==> config.mk <==
export PLATFORM = sky130hd
export DESIGN_NAME = rptj_queue
export DESIGN_NICKNAME = d
export VERILOG_FILES = /design/src/rptj_pkg.sv /design/src/rptj_queue.sv
export SDC_FILE = /design/constraint.sdc
export NUM_CORES = 1
export LEC_CHECK = 0
export ABC_CLOCK_PERIOD_IN_PS = 30000
export BUFFER_PORTS_ARGS = -buffer_cell sky130_fd_sc_hd__clkbuf_2
export CAP_MARGIN = 20
export CORE_AREA = 2 2 474 476
export CTS_BUF_LIST = sky130_fd_sc_hd__clkbuf_2 sky130_fd_sc_hd__clkbuf_4 sky130_fd_sc_hd__clkbuf_8
export CTS_CLUSTER_DIAMETER = 60
export DETAILED_ROUTE_END_ITERATION = 8
export DIE_AREA = 0 0 476 478
export PLACE_DENSITY = 0.47
export SLEW_MARGIN = 20
export SYNTH_ARGS = -nofsm -noshare
export SYNTH_HDL_FRONTEND = slang
export SYNTH_SLANG_ARGS = --single-unit
==> constraint.sdc <==
create_clock -name clk_i -period 30 [get_ports clk_i]
set_input_delay 9 -clock clk_i [delete_from_list [all_inputs] [get_ports clk_i]]
set_output_delay 9 -clock clk_i [all_outputs]
set_load 0.1 [all_outputs]
==> src/rptj_pkg.sv <==
// ----------------------------------------------------------------------------
// rptj_pkg: shared types, constants and fixed-point helpers
// Widths of the pose, point and row fields, register indexes, and the
// round-to-Q16.16 and saturate functions used by the transform pipeline.
// ----------------------------------------------------------------------------
package rptj_pkg;

  localparam int QUAT_W  = 16;  // Q2.14
  localparam int COORD_W = 32;  // Q16.16
  localparam int FIELD_W = 40;  // result fields, Q24.16
  localparam int AXES    = 3;
  localparam int QN      = 4;

  // exact intermediate widths (Q.30 products and sums)
  localparam int PROD_W  = QUAT_W + COORD_W;     // q * p
  localparam int DSUM_W  = PROD_W + 6;           // sum of 2x and 4x products
  localparam int T_W     = 38;                   // t = 2 (u x p), Q22.16
  localparam int RPROD_W = QUAT_W + T_W;         // q * t
  localparam int WIDE_W  = 64;

  localparam int FRAC_SHIFT = 14;

  localparam int QUEUE_DEPTH = 2;

  // quaternion lane order
  localparam int QI_X = 0;
  localparam int QI_Y = 1;
  localparam int QI_Z = 2;
  localparam int QI_W = 3;

  localparam logic [QUAT_W-1:0] QUAT_ONE = QUAT_W'(16384);

  localparam logic signed [WIDE_W-1:0] ROUND_HALF = 64'sd1 <<< (FRAC_SHIFT - 1);
  localparam logic signed [WIDE_W-1:0] FIELD_MAX  = (64'sd1 <<< (FIELD_W - 1)) - 64'sd1;
  localparam logic signed [WIDE_W-1:0] FIELD_MIN  = -(64'sd1 <<< (FIELD_W - 1));

  typedef enum logic [2:0] {
    CFG_QUAT_X  = 3'd0,
    CFG_QUAT_Y  = 3'd1,
    CFG_QUAT_Z  = 3'd2,
    CFG_QUAT_W  = 3'd3,
    CFG_TRANS_X = 3'd4,
    CFG_TRANS_Y = 3'd5,
    CFG_TRANS_Z = 3'd6
  } cfg_idx_e;

  typedef enum logic [1:0] {
    AXIS_X = 2'd0,
    AXIS_Y = 2'd1,
    AXIS_Z = 2'd2
  } axis_e;

  typedef struct packed {
    logic signed [QUAT_W-1:0]  qx;
    logic signed [QUAT_W-1:0]  qy;
    logic signed [QUAT_W-1:0]  qz;
    logic signed [QUAT_W-1:0]  qw;
    logic signed [COORD_W-1:0] tx;
    logic signed [COORD_W-1:0] ty;
    logic signed [COORD_W-1:0] tz;
  } cfg_t;

  typedef struct packed {
    logic signed [FIELD_W-1:0] coordinate;
    logic signed [FIELD_W-1:0] deriv_qx;
    logic signed [FIELD_W-1:0] deriv_qy;
    logic signed [FIELD_W-1:0] deriv_qz;
    logic signed [FIELD_W-1:0] deriv_qw;
  } row_t;

  typedef row_t [AXES-1:0] rec_t;

  // add half an LSB, then floor: half rounds toward plus infinity
  function automatic logic signed [WIDE_W-1:0] rnd_q14(input logic signed [WIDE_W-1:0] x);
    return (x + ROUND_HALF) >>> FRAC_SHIFT;
  endfunction

  function automatic logic signed [FIELD_W-1:0] sat_field(input logic signed [WIDE_W-1:0] x);
    logic signed [WIDE_W-1:0] y;
    y = x;
    if (y > FIELD_MAX) y = FIELD_MAX;
    if (y < FIELD_MIN) y = FIELD_MIN;
    return FIELD_W'(y);
  endfunction

endpackage

==> src/rptj_queue.sv <==
// ----------------------------------------------------------------------------
// rptj_queue: record queue between transform pipeline and row sequencer
// Small FIFO of finished point records; full and empty from a fill count.
// ----------------------------------------------------------------------------
module rptj_queue import rptj_pkg::*; #(
  parameter int Depth = QUEUE_DEPTH
) (
  input  logic clk_i,
  input  logic rst_ni,
  input  logic push_valid_i,
  output logic push_ready_o,
  input  rec_t push_rec_i,
  output logic pop_valid_o,
  input  logic pop_i,
  output rec_t pop_rec_o
);

  localparam int PtrW = (Depth > 1) ? $clog2(Depth) : 1;
  localparam int CntW = $clog2(Depth + 1);
  localparam logic [PtrW-1:0] LastPtr = PtrW'(Depth - 1);
  localparam logic [CntW-1:0] Full    = CntW'(Depth);

  rec_t            mem_q [Depth];
  logic [PtrW-1:0] wr_ptr_q, wr_ptr_d;
  logic [PtrW-1:0] rd_ptr_q, rd_ptr_d;
  logic [CntW-1:0] cnt_q, cnt_d;
  logic            push, pop;

  assign push_ready_o = (cnt_q != Full);
  assign pop_valid_o  = (cnt_q != '0);
  assign push         = push_valid_i && push_ready_o;
  assign pop          = pop_i && pop_valid_o;
  assign pop_rec_o    = mem_q[rd_ptr_q];

  always_comb begin
    wr_ptr_d = wr_ptr_q;
    rd_ptr_d = rd_ptr_q;
    cnt_d    = cnt_q;
    if (push) wr_ptr_d = (wr_ptr_q == LastPtr) ? '0 : wr_ptr_q + 1'b1;
    if (pop)  rd_ptr_d = (rd_ptr_q == LastPtr) ? '0 : rd_ptr_q + 1'b1;
    if (push && !pop) cnt_d = cnt_q + 1'b1;
    else if (pop && !push) cnt_d = cnt_q - 1'b1;
  end

  always_ff @(posedge clk_i or negedge rst_ni) begin
    if (!rst_ni) begin
      wr_ptr_q <= '0;
      rd_ptr_q <= '0;
      cnt_q    <= '0;
    end else begin
      wr_ptr_q <= wr_ptr_d;
      rd_ptr_q <= rd_ptr_d;
      cnt_q    <= cnt_d;
    end
  end

  always_ff @(posedge clk_i) begin
    if (push) mem_q[wr_ptr_q] <= push_rec_i;
  end

endmodule

==> results of run 1 <==
area by class of cell:
cell class,count,area [um^2],share of cell area
Tap cell,2992,3740,0.0649
Multi-Input combinational cell,613,6860,0.119
Inverter,1,3.75,0.0000650
Clock buffer,285,3520,0.0610
Timing Repair Buffer,1233,6300,0.109
Clock inverter,120,1100,0.0190
Sequential cell,1204,36100,0.626
Antenna cell,23,57.6,0.000997
cells by family (layout without fill, tap and decap cells):
group | Yosys count | count (layout) | synth area share
DFF | 1204 | 1204 | 0.826
xor gates and xnor gates | 5 | 5 | 0.00100
and+or+nand+nor | 7 | 7 | 0.000773
muxes | 600 | 600 | 0.154
other | 0 | 23 | 0
adders and majority gates | 1 | 1 | 0.000286
buffers and inverters | 68 | 1639 | 0.0172
cell usage after synthesis:
cell type / count
and3_1: 1
buf_2: 1
buf_6: 66
dfrtp_1: 4
edfxtp_1: 1200
ha_1: 1
inv_1: 1
mux2_2: 600
nand2_1: 2
nand2b_1: 1
nor2_1: 2
or2_2: 1
xnor2_1: 3
xor2_1: 2
layer usage:
metal	up-vias	wire, um
met2	1180	70400
met5	-	500
li1	10400	-
met1	11900	52900
met4	74	4870
met3	368	20100
registers in the layout, indices dropped and copies added (netlist names):
| register | cells |
|---|---|
| cnt_q | 2 |
| wr_ptr_q | 1 |
| mem_q | 1200 |
| rd_ptr_q | 1 |
stage by stage:
stage	utilization	hold WS (ns)	worst slack, ns	std cells	area, um^2
finish	0.259	0.480	16.25	6471	57700
global route	0.258	0.509	15.79	6453	57700
CTS	0.258	0.481	15.84	6447	57600
detailed placement	0.238	0.472	16.23	6042	53000
global placement	0.238	0.475	16.23	6042	53000
floorplan	-	0.456	4.68	1885	43700
worst paths after layout:
check,endpoint,cells after the start
hold / removal,cnt_q[1],1
setup reg to reg,mem_q[1][335],6
min in group asynchronous,wr_ptr_q,1
hold reg to reg,cnt_q[1],1
max in group asynchronous,rd_ptr_q,1
setup / recovery,pop_rec_o[261],5
worst reg2reg max path: stages (launching register included):
cell and delay (ns):
dfrtp_1 0.40, nand2b_1 0.29, and3_4 0.77, buf_12 0.35
buf_4 0.76, buf_4 0.72, buf_4 0.87
==> impl_metrics.json, run 1 <==
{
  "start_kind": "flip-flop",
  "maxCapViolations": 0,
  "hold_viol": 0,
  "synth.net_count": 2490,
  "grt_pass1_wl_um": 198000,
  "hold_buffers": 0,
  "final_cell_mix": "clkbuf_2 (1205), edfxtp_1 (1200), mux2_2 (600), clkbuf_8 (221), clkbuf_4 (64)",
  "critPathTopFamily": "buffers and inverters",
  "cp_max_fo": 71,
  "hp-start": "cnt_q[1]",
  "fin_skew_ns": 0.0520,
  "min_path_type": "flip-flop to flip-flop",
  "grt_antenna_before_repair": 88,
  "period_share": 0.458,
  "status": "finished clean",
  "totalNegativeSetupSlack_ns": 0,
  "yosysSeqAreaShare": 0.826,
  "core_area_um2": 223000,
  "rsz0062_at_grt": "false",
  "clkLatencyLatePin_ns": 0.94,
  "path_cells": "buf_4, buf_4, buf_4, mux2_2, clkbuf_2",
  "gp_congestion": 0.873,
  "grtUsageMet1": 0.130,
  "cts.path.max_buffers": 3,
  "dieArea_um2": 228000,
  "synth_top_area_share": 0.824,
  "firstDrtPassIters": 4,
  "critPathBufInv": 4,
  "cpMostUsedCell": "buf_4",
  "clk_transition_reported_paths_ns": 0.05,
  "worst_slew_pin_slew_ns": 1.08,
  "port_buffers": 1205,
  "critPathMaxStageDelay_ns": 0.85,
  "drc": 0,
  "grt_max_degree": 152,
  "met2_usage": 0.207,
  "yosysTopAreaCell": "edfxtp_1",
  "min_period_ns": 13.75,
  "drt_wl_total_um": 149000,
  "grt-ovfl-total": 0,
  "synthCells": 1885,
  "dieWidth_um": 476,
  "crit_required_ns": 21.00,
  "busiest_layer": "met2",
  "place_hpwl_um": 111000,
  "max_freq_ghz": 0.0727,
  "cts.sinks": 1204,
  "r2r_start": "cnt_q[0]",
  "numCtsBuffers": 221,
  "cts_setup_buffers": 0,
  "via_count": 23900,
  "start_util": 0.196,
  "finalMaxSlewViolations": 0,
  "grt_pass1_vias": 24900,
  "critPathCaptureType": "output pin",
  "fin_nets": 3879,
  "drt_iter0_drc": 1300,
  "layout-drive-gt1-share": 0.636,
  "cts_tree": "done",
  "crit_type": "flip-flop to output pin",
  "layout_commonest_cell": "clkbuf_2",
  "ioPinCount": 1206,
  "synth.avg_cell_area_um2": 23.2,
  "critical_path_arrival_ns": 4.75,
  "htreeDepth": 4,
  "route.antenna.remaining_nets": 0,
  "syn_to_final_growth_pct": 32.0,
  "vias_per_cell": 3.70,
  "std_cell_rows": 174,
  "slew_headroom": 0.279,
  "synthesis.area_um2": 43700,
  "cts_resized": 0,
  "root_buffer": "clkbuf_8",
  "finalSetupViolCount": 0,
  "grtUsageTotal": 0.125,
  "ys_seq_elements": 1204,
  "setup.worst_path.start": "rd_ptr_q",
  "r2r_setup_slack_ns": 25.40,
  "synth_cell_types": 14,
  "met3_usage": 0.0762,
  "nFillCells": 23000,
  "cpMaxStageDelayCell": "dfrtp_4",
  "yosysWarningCount": 0,
  "die_height_um": 478,
  "yosys-top-cells-area": "edfxtp_1 (82%), mux2_2 (15%), buf_6 (1.7%), dfrtp_1 (0.23%), xnor2_1 (0.060%)",
  "routedWlPerCell_um": 23.0
}
Power of run 1 is not shown: default switching activity piles up to over one toggle a cycle in this logic, so the estimate is an artifact.
==> run 2, diff against run 1 <==
--- a/config.mk
+++ b/config.mk
@@ -5,15 +5,16 @@
 export SDC_FILE = /design/constraint.sdc
 export NUM_CORES = 1
 export LEC_CHECK = 0
-export ABC_CLOCK_PERIOD_IN_PS = 30000
+export ABC_AREA = 1
+export ABC_CLOCK_PERIOD_IN_PS = 13660
 export BUFFER_PORTS_ARGS = -buffer_cell sky130_fd_sc_hd__clkbuf_2
 export CAP_MARGIN = 20
-export CORE_AREA = 2 2 474 476
+export CORE_AREA = 2 2 463 465
 export CTS_BUF_LIST = sky130_fd_sc_hd__clkbuf_2 sky130_fd_sc_hd__clkbuf_4 sky130_fd_sc_hd__clkbuf_8
 export CTS_CLUSTER_DIAMETER = 60
 export DETAILED_ROUTE_END_ITERATION = 8
-export DIE_AREA = 0 0 476 478
-export PLACE_DENSITY = 0.47
+export DIE_AREA = 0 0 465 467
+export PLACE_DENSITY = 0.49
 export SLEW_MARGIN = 20
 export SYNTH_ARGS = -nofsm -noshare
 export SYNTH_HDL_FRONTEND = slang
==> constraint.sdc (replaced) <==
create_clock -name clk_i -period 13.66 [get_ports clk_i]
set_input_delay 4.098 -clock clk_i [delete_from_list [all_inputs] [get_ports clk_i]]
set_output_delay 4.098 -clock clk_i [all_outputs]
set_load 0.1 [all_outputs]
==> run 2 against run 1 <==
Routed wire length increased by 7.8%. First-iteration DRC count rose by 50%. Sequential share of layout area is 0.53 points higher. Synthesized cell count grew 68%. Highest routed layer unchanged. Largest cell class unchanged. Via count up 23%.
==> impl_metrics.json, run 2 <==
{
  "status": "finished clean",
  "drt_iter0_drc": 1952,
  "critPathTopFamily": "buffers and inverters",
  "period_share": 0.632,
  "start_kind": "flip-flop",
  "fin_skew_ns": 0.0679,
  "yosysTopAreaCell": "edfxtp_1",
  "layout_commonest_cell": "nand2_1",
  "min_period_ns": 8.64,
  "cpMaxStageDelayCell": "dfrtp_4",
  "synthesis.area_um2": 44300,
  "hold_viol": 0,
  "critical_path_arrival_ns": 4.54,
  "numCtsBuffers": 211,
  "synthTopCellsByCount": "nand2_1 (1810), edfxtp_1 (1200), buf_6 (61)",
  "yosysWarningCount": 0,
  "critPathBufInv": 4,
  "yosysSeqAreaShare": 0.816,
  "top_register": "mem_q",
  "finalMaxSlewViolations": 0,
  "die_height_um": 467,
  "crit_required_ns": 9.56,
  "stdcell_area_um2": 57200,
  "synth_cell_types": 16,
  "dieWidth_um": 465,
  "top_regs": "mem_q x1200, cnt_q x2",
  "synth_most_common_cell": "nand2_1",
  "layout-drive-gt1-share": 0.338,
  "min_path_type": "flip-flop to flip-flop",
  "clkLatencyLatePin_ns": 0.93,
  "grt_pass1_wl_um": 219000,
  "grtUsageTotal": 0.142,
  "max_freq_ghz": 0.116,
  "rsz0062_at_grt": "false",
  "place_hpwl_um": 117000,
  "synth_top_area_share": 0.813,
  "grt_max_degree": 226,
  "grt-ovfl-total": 0,
  "synth.avg_cell_area_um2": 14.0,
  "yosys-top-cells-area": "edfxtp_1 (81%), nand2_1 (15%), buf_6 (1.6%), buf_4 (0.81%), buf_8 (0.34%)",
  "fin_nets": 5078,
  "path_cells": "buf_4, buf_4, buf_12, nand2_1, nand2_1, clkbuf_2",
  "final_cell_mix": "nand2_1 (1810), clkbuf_2 (1205), edfxtp_1 (1200), clkbuf_8 (213), clkbuf_4 (64)",
  "worst_slew_pin_slew_ns": 1.27,
  "cts_tree": "done",
  "synth_top_flop_cell": "edfxtp_1",
  "ys_seq_elements": 1204,
  "vias_per_cell": 3.91,
  "port_buffers": 1205,
  "via_count": 29300,
  "cts_setup_buffers": 0,
  "syn_to_final_growth_pct": 29.2,
  "htreeDepth": 4,
  "hold_buffers": 0,
  "largest_register_ffs": 1200,
  "synthCells": 3162,
  "clk_transition_reported_paths_ns": 0.06,
  "gp_congestion": 0.948,
  "grt_antenna_before_repair": 91,
  "core_area_um2": 212000,
  "slew_headroom": 0.151,
  "start_util": 0.209,
  "crit_type": "flip-flop to output pin",
  "cts.sinks": 1204,
  "synthArstFlopShare": 0.00332,
  "dieArea_um2": 217000,
  "root_buffer": "clkbuf_8",
  "drt_wl_total_um": 160000,
  "critPathMaxStageDelay_ns": 0.78,
  "maxCapViolations": 0,
  "synth-edff-count": 1200,
  "finalSetupViolCount": 0,
  "synth.net_count": 3767,
  "std_cell_rows": 169,
  "critPathCaptureType": "output pin",
  "cts_resized": 0,
  "cts.path.max_buffers": 3,
  "cp_max_fo": 149,
  "routedWlPerCell_um": 21.4,
  "ioPinCount": 1206,
  "firstDrtPassIters": 5,
  "place_area_um2": 52900,
  "grt_pass1_vias": 29300,
  "drc": 0,
  "route.antenna.remaining_nets": 0,
  "hold_ws_ns": 0.505
}
-- run 2: cell count changes after synthesis, moves of 2 or more --
cell     delta
buf_2      +12
buf_4      +48
buf_6       -5
inv_1       +5
mux2_2    -600
nand3_1     +2
xnor2_1     -2
buf_8      +10
nand2_1  +1808
-- run 2: worst paths after layout --
kind                                from            end  slack (ns)  cells after the start
worst max-delay path            rd_ptr_q  pop_rec_o[82]        5.02                      6
worst min-delay path            cnt_q[0]       cnt_q[0]        0.50                      1
worst max register to register  cnt_q[0]  mem_q[0][174]       10.03                      7
worst min register to register  cnt_q[0]       cnt_q[0]        0.50                      1
max in group asynchronous         rst_ni       rd_ptr_q       10.52                      1
min in group asynchronous         rst_ni       rd_ptr_q        2.98                      1
-- run 2: cell families (layout without fill, tap and decap cells) --
logic type,after synthesis,count (layout),synth area share
simple gates,1815,1815,0.154
flops,1204,1204,0.816
buf+inv,140,1621,0.0297
xor+xnor,2,2,0.000395
fa+ha+maj,1,1,0.000282
other cells,0,31,0
-- run 2: layout make-up --
class	instances	area [um^2]
Fill cell	22100	154000
Sequential cell	1204	36100
Multi-Input combinational cell	1818	6860
Timing Repair Buffer	1231	6350
Tap cell	2821	3530
Clock buffer	277	3410
Clock inverter	106	811
Antenna cell	31	77.6
Inverter	7	52.6
-- run 2: metrics by stage --
step                       util  setup slack [ns]   TNS, ns  cells
after floorplan               -             -6.79  -8152.73   3162
after global placement    0.250              6.00         0   7081
after detailed placement  0.250              5.97         0   7081
after CTS                 0.270              4.84         0   7464
after global routing      0.270              4.70         0   7477
final                     0.270              5.02         0   7495
-- run 2: layer usage --
layer  up-vias  GRT usage  share of wire
li1      13400          -              -
met1     14200      0.157           0.37
met4        56     0.0710          0.046
met5         -          0         0.0023
met2      1299      0.225           0.46
met3       379     0.0703           0.12
-- run 2: worst register-to-register path: stages (launching register included) --
cell and delay, ns:
dfrtp_1 0.38, inv_1 0.08, nand2_1 0.09, nand2_1 0.18, nor2_4 0.20, buf_12 0.48
buf_4 0.89, buf_12 0.53
Power of run 2 is left out for the same reason.
==> run 3, diff against run 2 <==
==> config.mk (replaced) <==
export PLATFORM = sky130hd
export DESIGN_NAME = rptj_queue
export DESIGN_NICKNAME = d
export VERILOG_FILES = /design/src/rptj_pkg.sv /design/src/rptj_queue.sv
export SDC_FILE = /design/constraint.sdc
export NUM_CORES = 1
export LEC_CHECK = 0
export ABC_AREA = 0
export ABC_CLOCK_PERIOD_IN_PS = 8900
export BUFFER_PORTS_ARGS = -buffer_cell sky130_fd_sc_hd__clkbuf_2
export CAP_MARGIN = 20
export CORE_AREA = 2 2 474 476
export CTS_BUF_LIST = sky130_fd_sc_hd__clkbuf_2 sky130_fd_sc_hd__clkbuf_4 sky130_fd_sc_hd__clkbuf_8
export CTS_CLUSTER_DIAMETER = 60
export DETAILED_ROUTE_END_ITERATION = 8
export DIE_AREA = 0 0 476 478
export PLACE_DENSITY = 0.47
export SLEW_MARGIN = 20
export SYNTH_ARGS = -nofsm -noshare
export SYNTH_HDL_FRONTEND = slang
export SYNTH_SLANG_ARGS = --single-unit
==> constraint.sdc (replaced) <==
create_clock -name clk_i -period 8.9 [get_ports clk_i]
set_input_delay 2.67 -clock clk_i [delete_from_list [all_inputs] [get_ports clk_i]]
set_output_delay 2.67 -clock clk_i [all_outputs]
set_load 0.1 [all_outputs]
==> run 3 against run 2 <==
Register-to-register slack worse by 4.2 ns. Cell count is 14% lower. Routed wire length is 7.2% lower. Via count is 18% lower. Flip-flop and latch count stayed put. Sequential share of layout area is 0.48 points lower. Critical endpoint is now pop_rec_o[311]. Die area is 4.8% higher.
==> impl_metrics.json, run 3 (synthesized netlist as in run 1, its figures left out) <==
{
  "grt-ovfl-total": 0,
  "std_cell_rows": 174,
  "ioPinCount": 1206,
  "crit_type": "flip-flop to output pin",
  "rsz0062_at_grt": "false",
  "top_regs": "mem_q x1200, cnt_q x2",
  "critPathBufInv": 2,
  "critPathMaxStageDelay_ns": 0.78,
  "largest_register_ffs": 1200,
  "layout-drive-gt1-share": 0.634,
  "worstSetupPathDepth": 3,
  "drt_wl_total_um": 149000,
  "grt_pass1_vias": 24700,
  "status": "finished clean",
  "dieArea_um2": 228000,
  "drt_iter0_drc": 1659,
  "min_period_ns": 6.22,
  "path_cells": "buf_12, mux2_2, clkbuf_2",
  "period_share": 0.699,
  "via_count": 23900,
  "hold_buffers": 0,
  "min_path_type": "flip-flop to flip-flop",
  "setup.worst_path.start": "rd_ptr_q",
  "grt_pass1_wl_um": 198000,
  "top_register": "mem_q",
  "syn_to_final_growth_pct": 31.9,
  "critical_path_arrival_ns": 3.55,
  "root_buffer": "clkbuf_8",
  "grt_antenna_before_repair": 76,
  "hold_viol": 0,
  "port_buffers": 1205,
  "grtUsageTotal": 0.125,
  "layout_commonest_cell": "clkbuf_2",
  "start_util": 0.196,
  "grt_max_degree": 137,
  "fin_nets": 3885,
  "critPathCaptureType": "output pin",
  "numCtsBuffers": 215,
  "cts_setup_buffers": 0,
  "htreeDepth": 4,
  "cts_resized": 0,
  "dp_worst_setup_slack_ns": 3.62,
  "routedWlPerCell_um": 23.0,
  "die_height_um": 478,
  "cpMaxStageDelayCell": "dfrtp_4",
  "r2r_setup_slack_ns": 5.86,
  "start_kind": "flip-flop",
  "cts_tree": "done",
  "layout_setup_ws_ns": 2.68,
  "final_cell_mix": "clkbuf_2 (1205), edfxtp_1 (1200), mux2_2 (600), clkbuf_8 (216), clkbuf_4 (54)",
  "cp_max_fo": 130,
  "critPathTopFamily": "buffers and inverters",
  "cts.path.max_buffers": 3,
  "clkLatencyLatePin_ns": 0.96,
  "cts.sinks": 1204,
  "maxCapViolations": 0,
  "vias_per_cell": 3.70,
  "core_area_um2": 223000,
  "firstDrtPassIters": 6,
  "slew_headroom": 0.280,
  "fin_skew_ns": 0.0665,
  "finalMaxSlewViolations": 0,
  "drc": 0,
  "dieWidth_um": 476,
  "cp-endpoint": "pop_rec_o[311]",
  "r2r_end": "mem_q[0][88]",
  "r2r_cells": 5,
  "finalSetupViolCount": 0,
  "r2r_start": "cnt_q[0]",
  "place_hpwl_um": 111000,
  "worst_slew_pin_slew_ns": 1.08,
  "clk_transition_reported_paths_ns": 0.06,
  "crit_required_ns": 6.23,
  "gp_congestion": 0.884,
  "route.antenna.remaining_nets": 0,
  "max_freq_ghz": 0.161
}
==> run 3: cell types whose count changed in the layout (fill, tap and decap cells not counted), moves of 3 or more <==
cell        change
buf_4          +13
clkbuf_4       -10
clkbuf_8        +3
clkinv_2        +3
clkinvlp_4      +3
diode_2         -5
inv_1           -5
mux2_2        +600
nand2_1      -1809
==> run 3: final cells by class <==
type / count / area (um^2)
Fill cell: 22900 / 165000
Tap cell: 2992 / 3740
Antenna cell: 26 / 65.1
Inverter: 1 / 3.75
Multi-Input combinational cell: 613 / 6880
Timing Repair Buffer: 1245 / 6470
Clock buffer: 270 / 3380
Clock inverter: 117 / 997
Sequential cell: 1204 / 36100
==> run 3: stage by stage <==
step                      setup TNS (ns)  cells  utilization  instance area, um^2  hold slack, ns
after detailed placement               0   6055        0.239                53200           0.481
after CTS                              0   6442        0.258                57600           0.490
after floorplan                 -2791.06   1885            -                43800           0.456
after global routing                   0   6446        0.258                57600           0.509
final                                  0   6468        0.258                57700           0.490
after global placement                 0   6055        0.239                53200           0.477
==> run 3: worst min-delay path by stage <==
stage / start / endpoint / slack [ns] / depth (start not counted)
finish: cnt_q[1] / cnt_q[1] / 0.49 / 1
global route: cnt_q[1] / cnt_q[1] / 0.51 / 1
CTS: cnt_q[1] / cnt_q[1] / 0.49 / 1
detailed placement: cnt_q[1] / cnt_q[1] / 0.48 / 1
global placement: cnt_q[1] / cnt_q[1] / 0.48 / 1
floorplan: cnt_q[1] / cnt_q[1] / 0.46 / 1
==> run 3: metal layers <==
| metal | up-vias | global-route usage | routed length (um) |
|---|---|---|---|
| met4 | 46 | 0.0395 | 4120 |
| met1 | 11900 | 0.145 | 57600 |
| met5 | - | 0 | 295 |
| met3 | 318 | 0.0707 | 20000 |
| met2 | 1206 | 0.195 | 66800 |
| li1 | 10500 | - | - |
Power of run 3 is left out for the same reason.
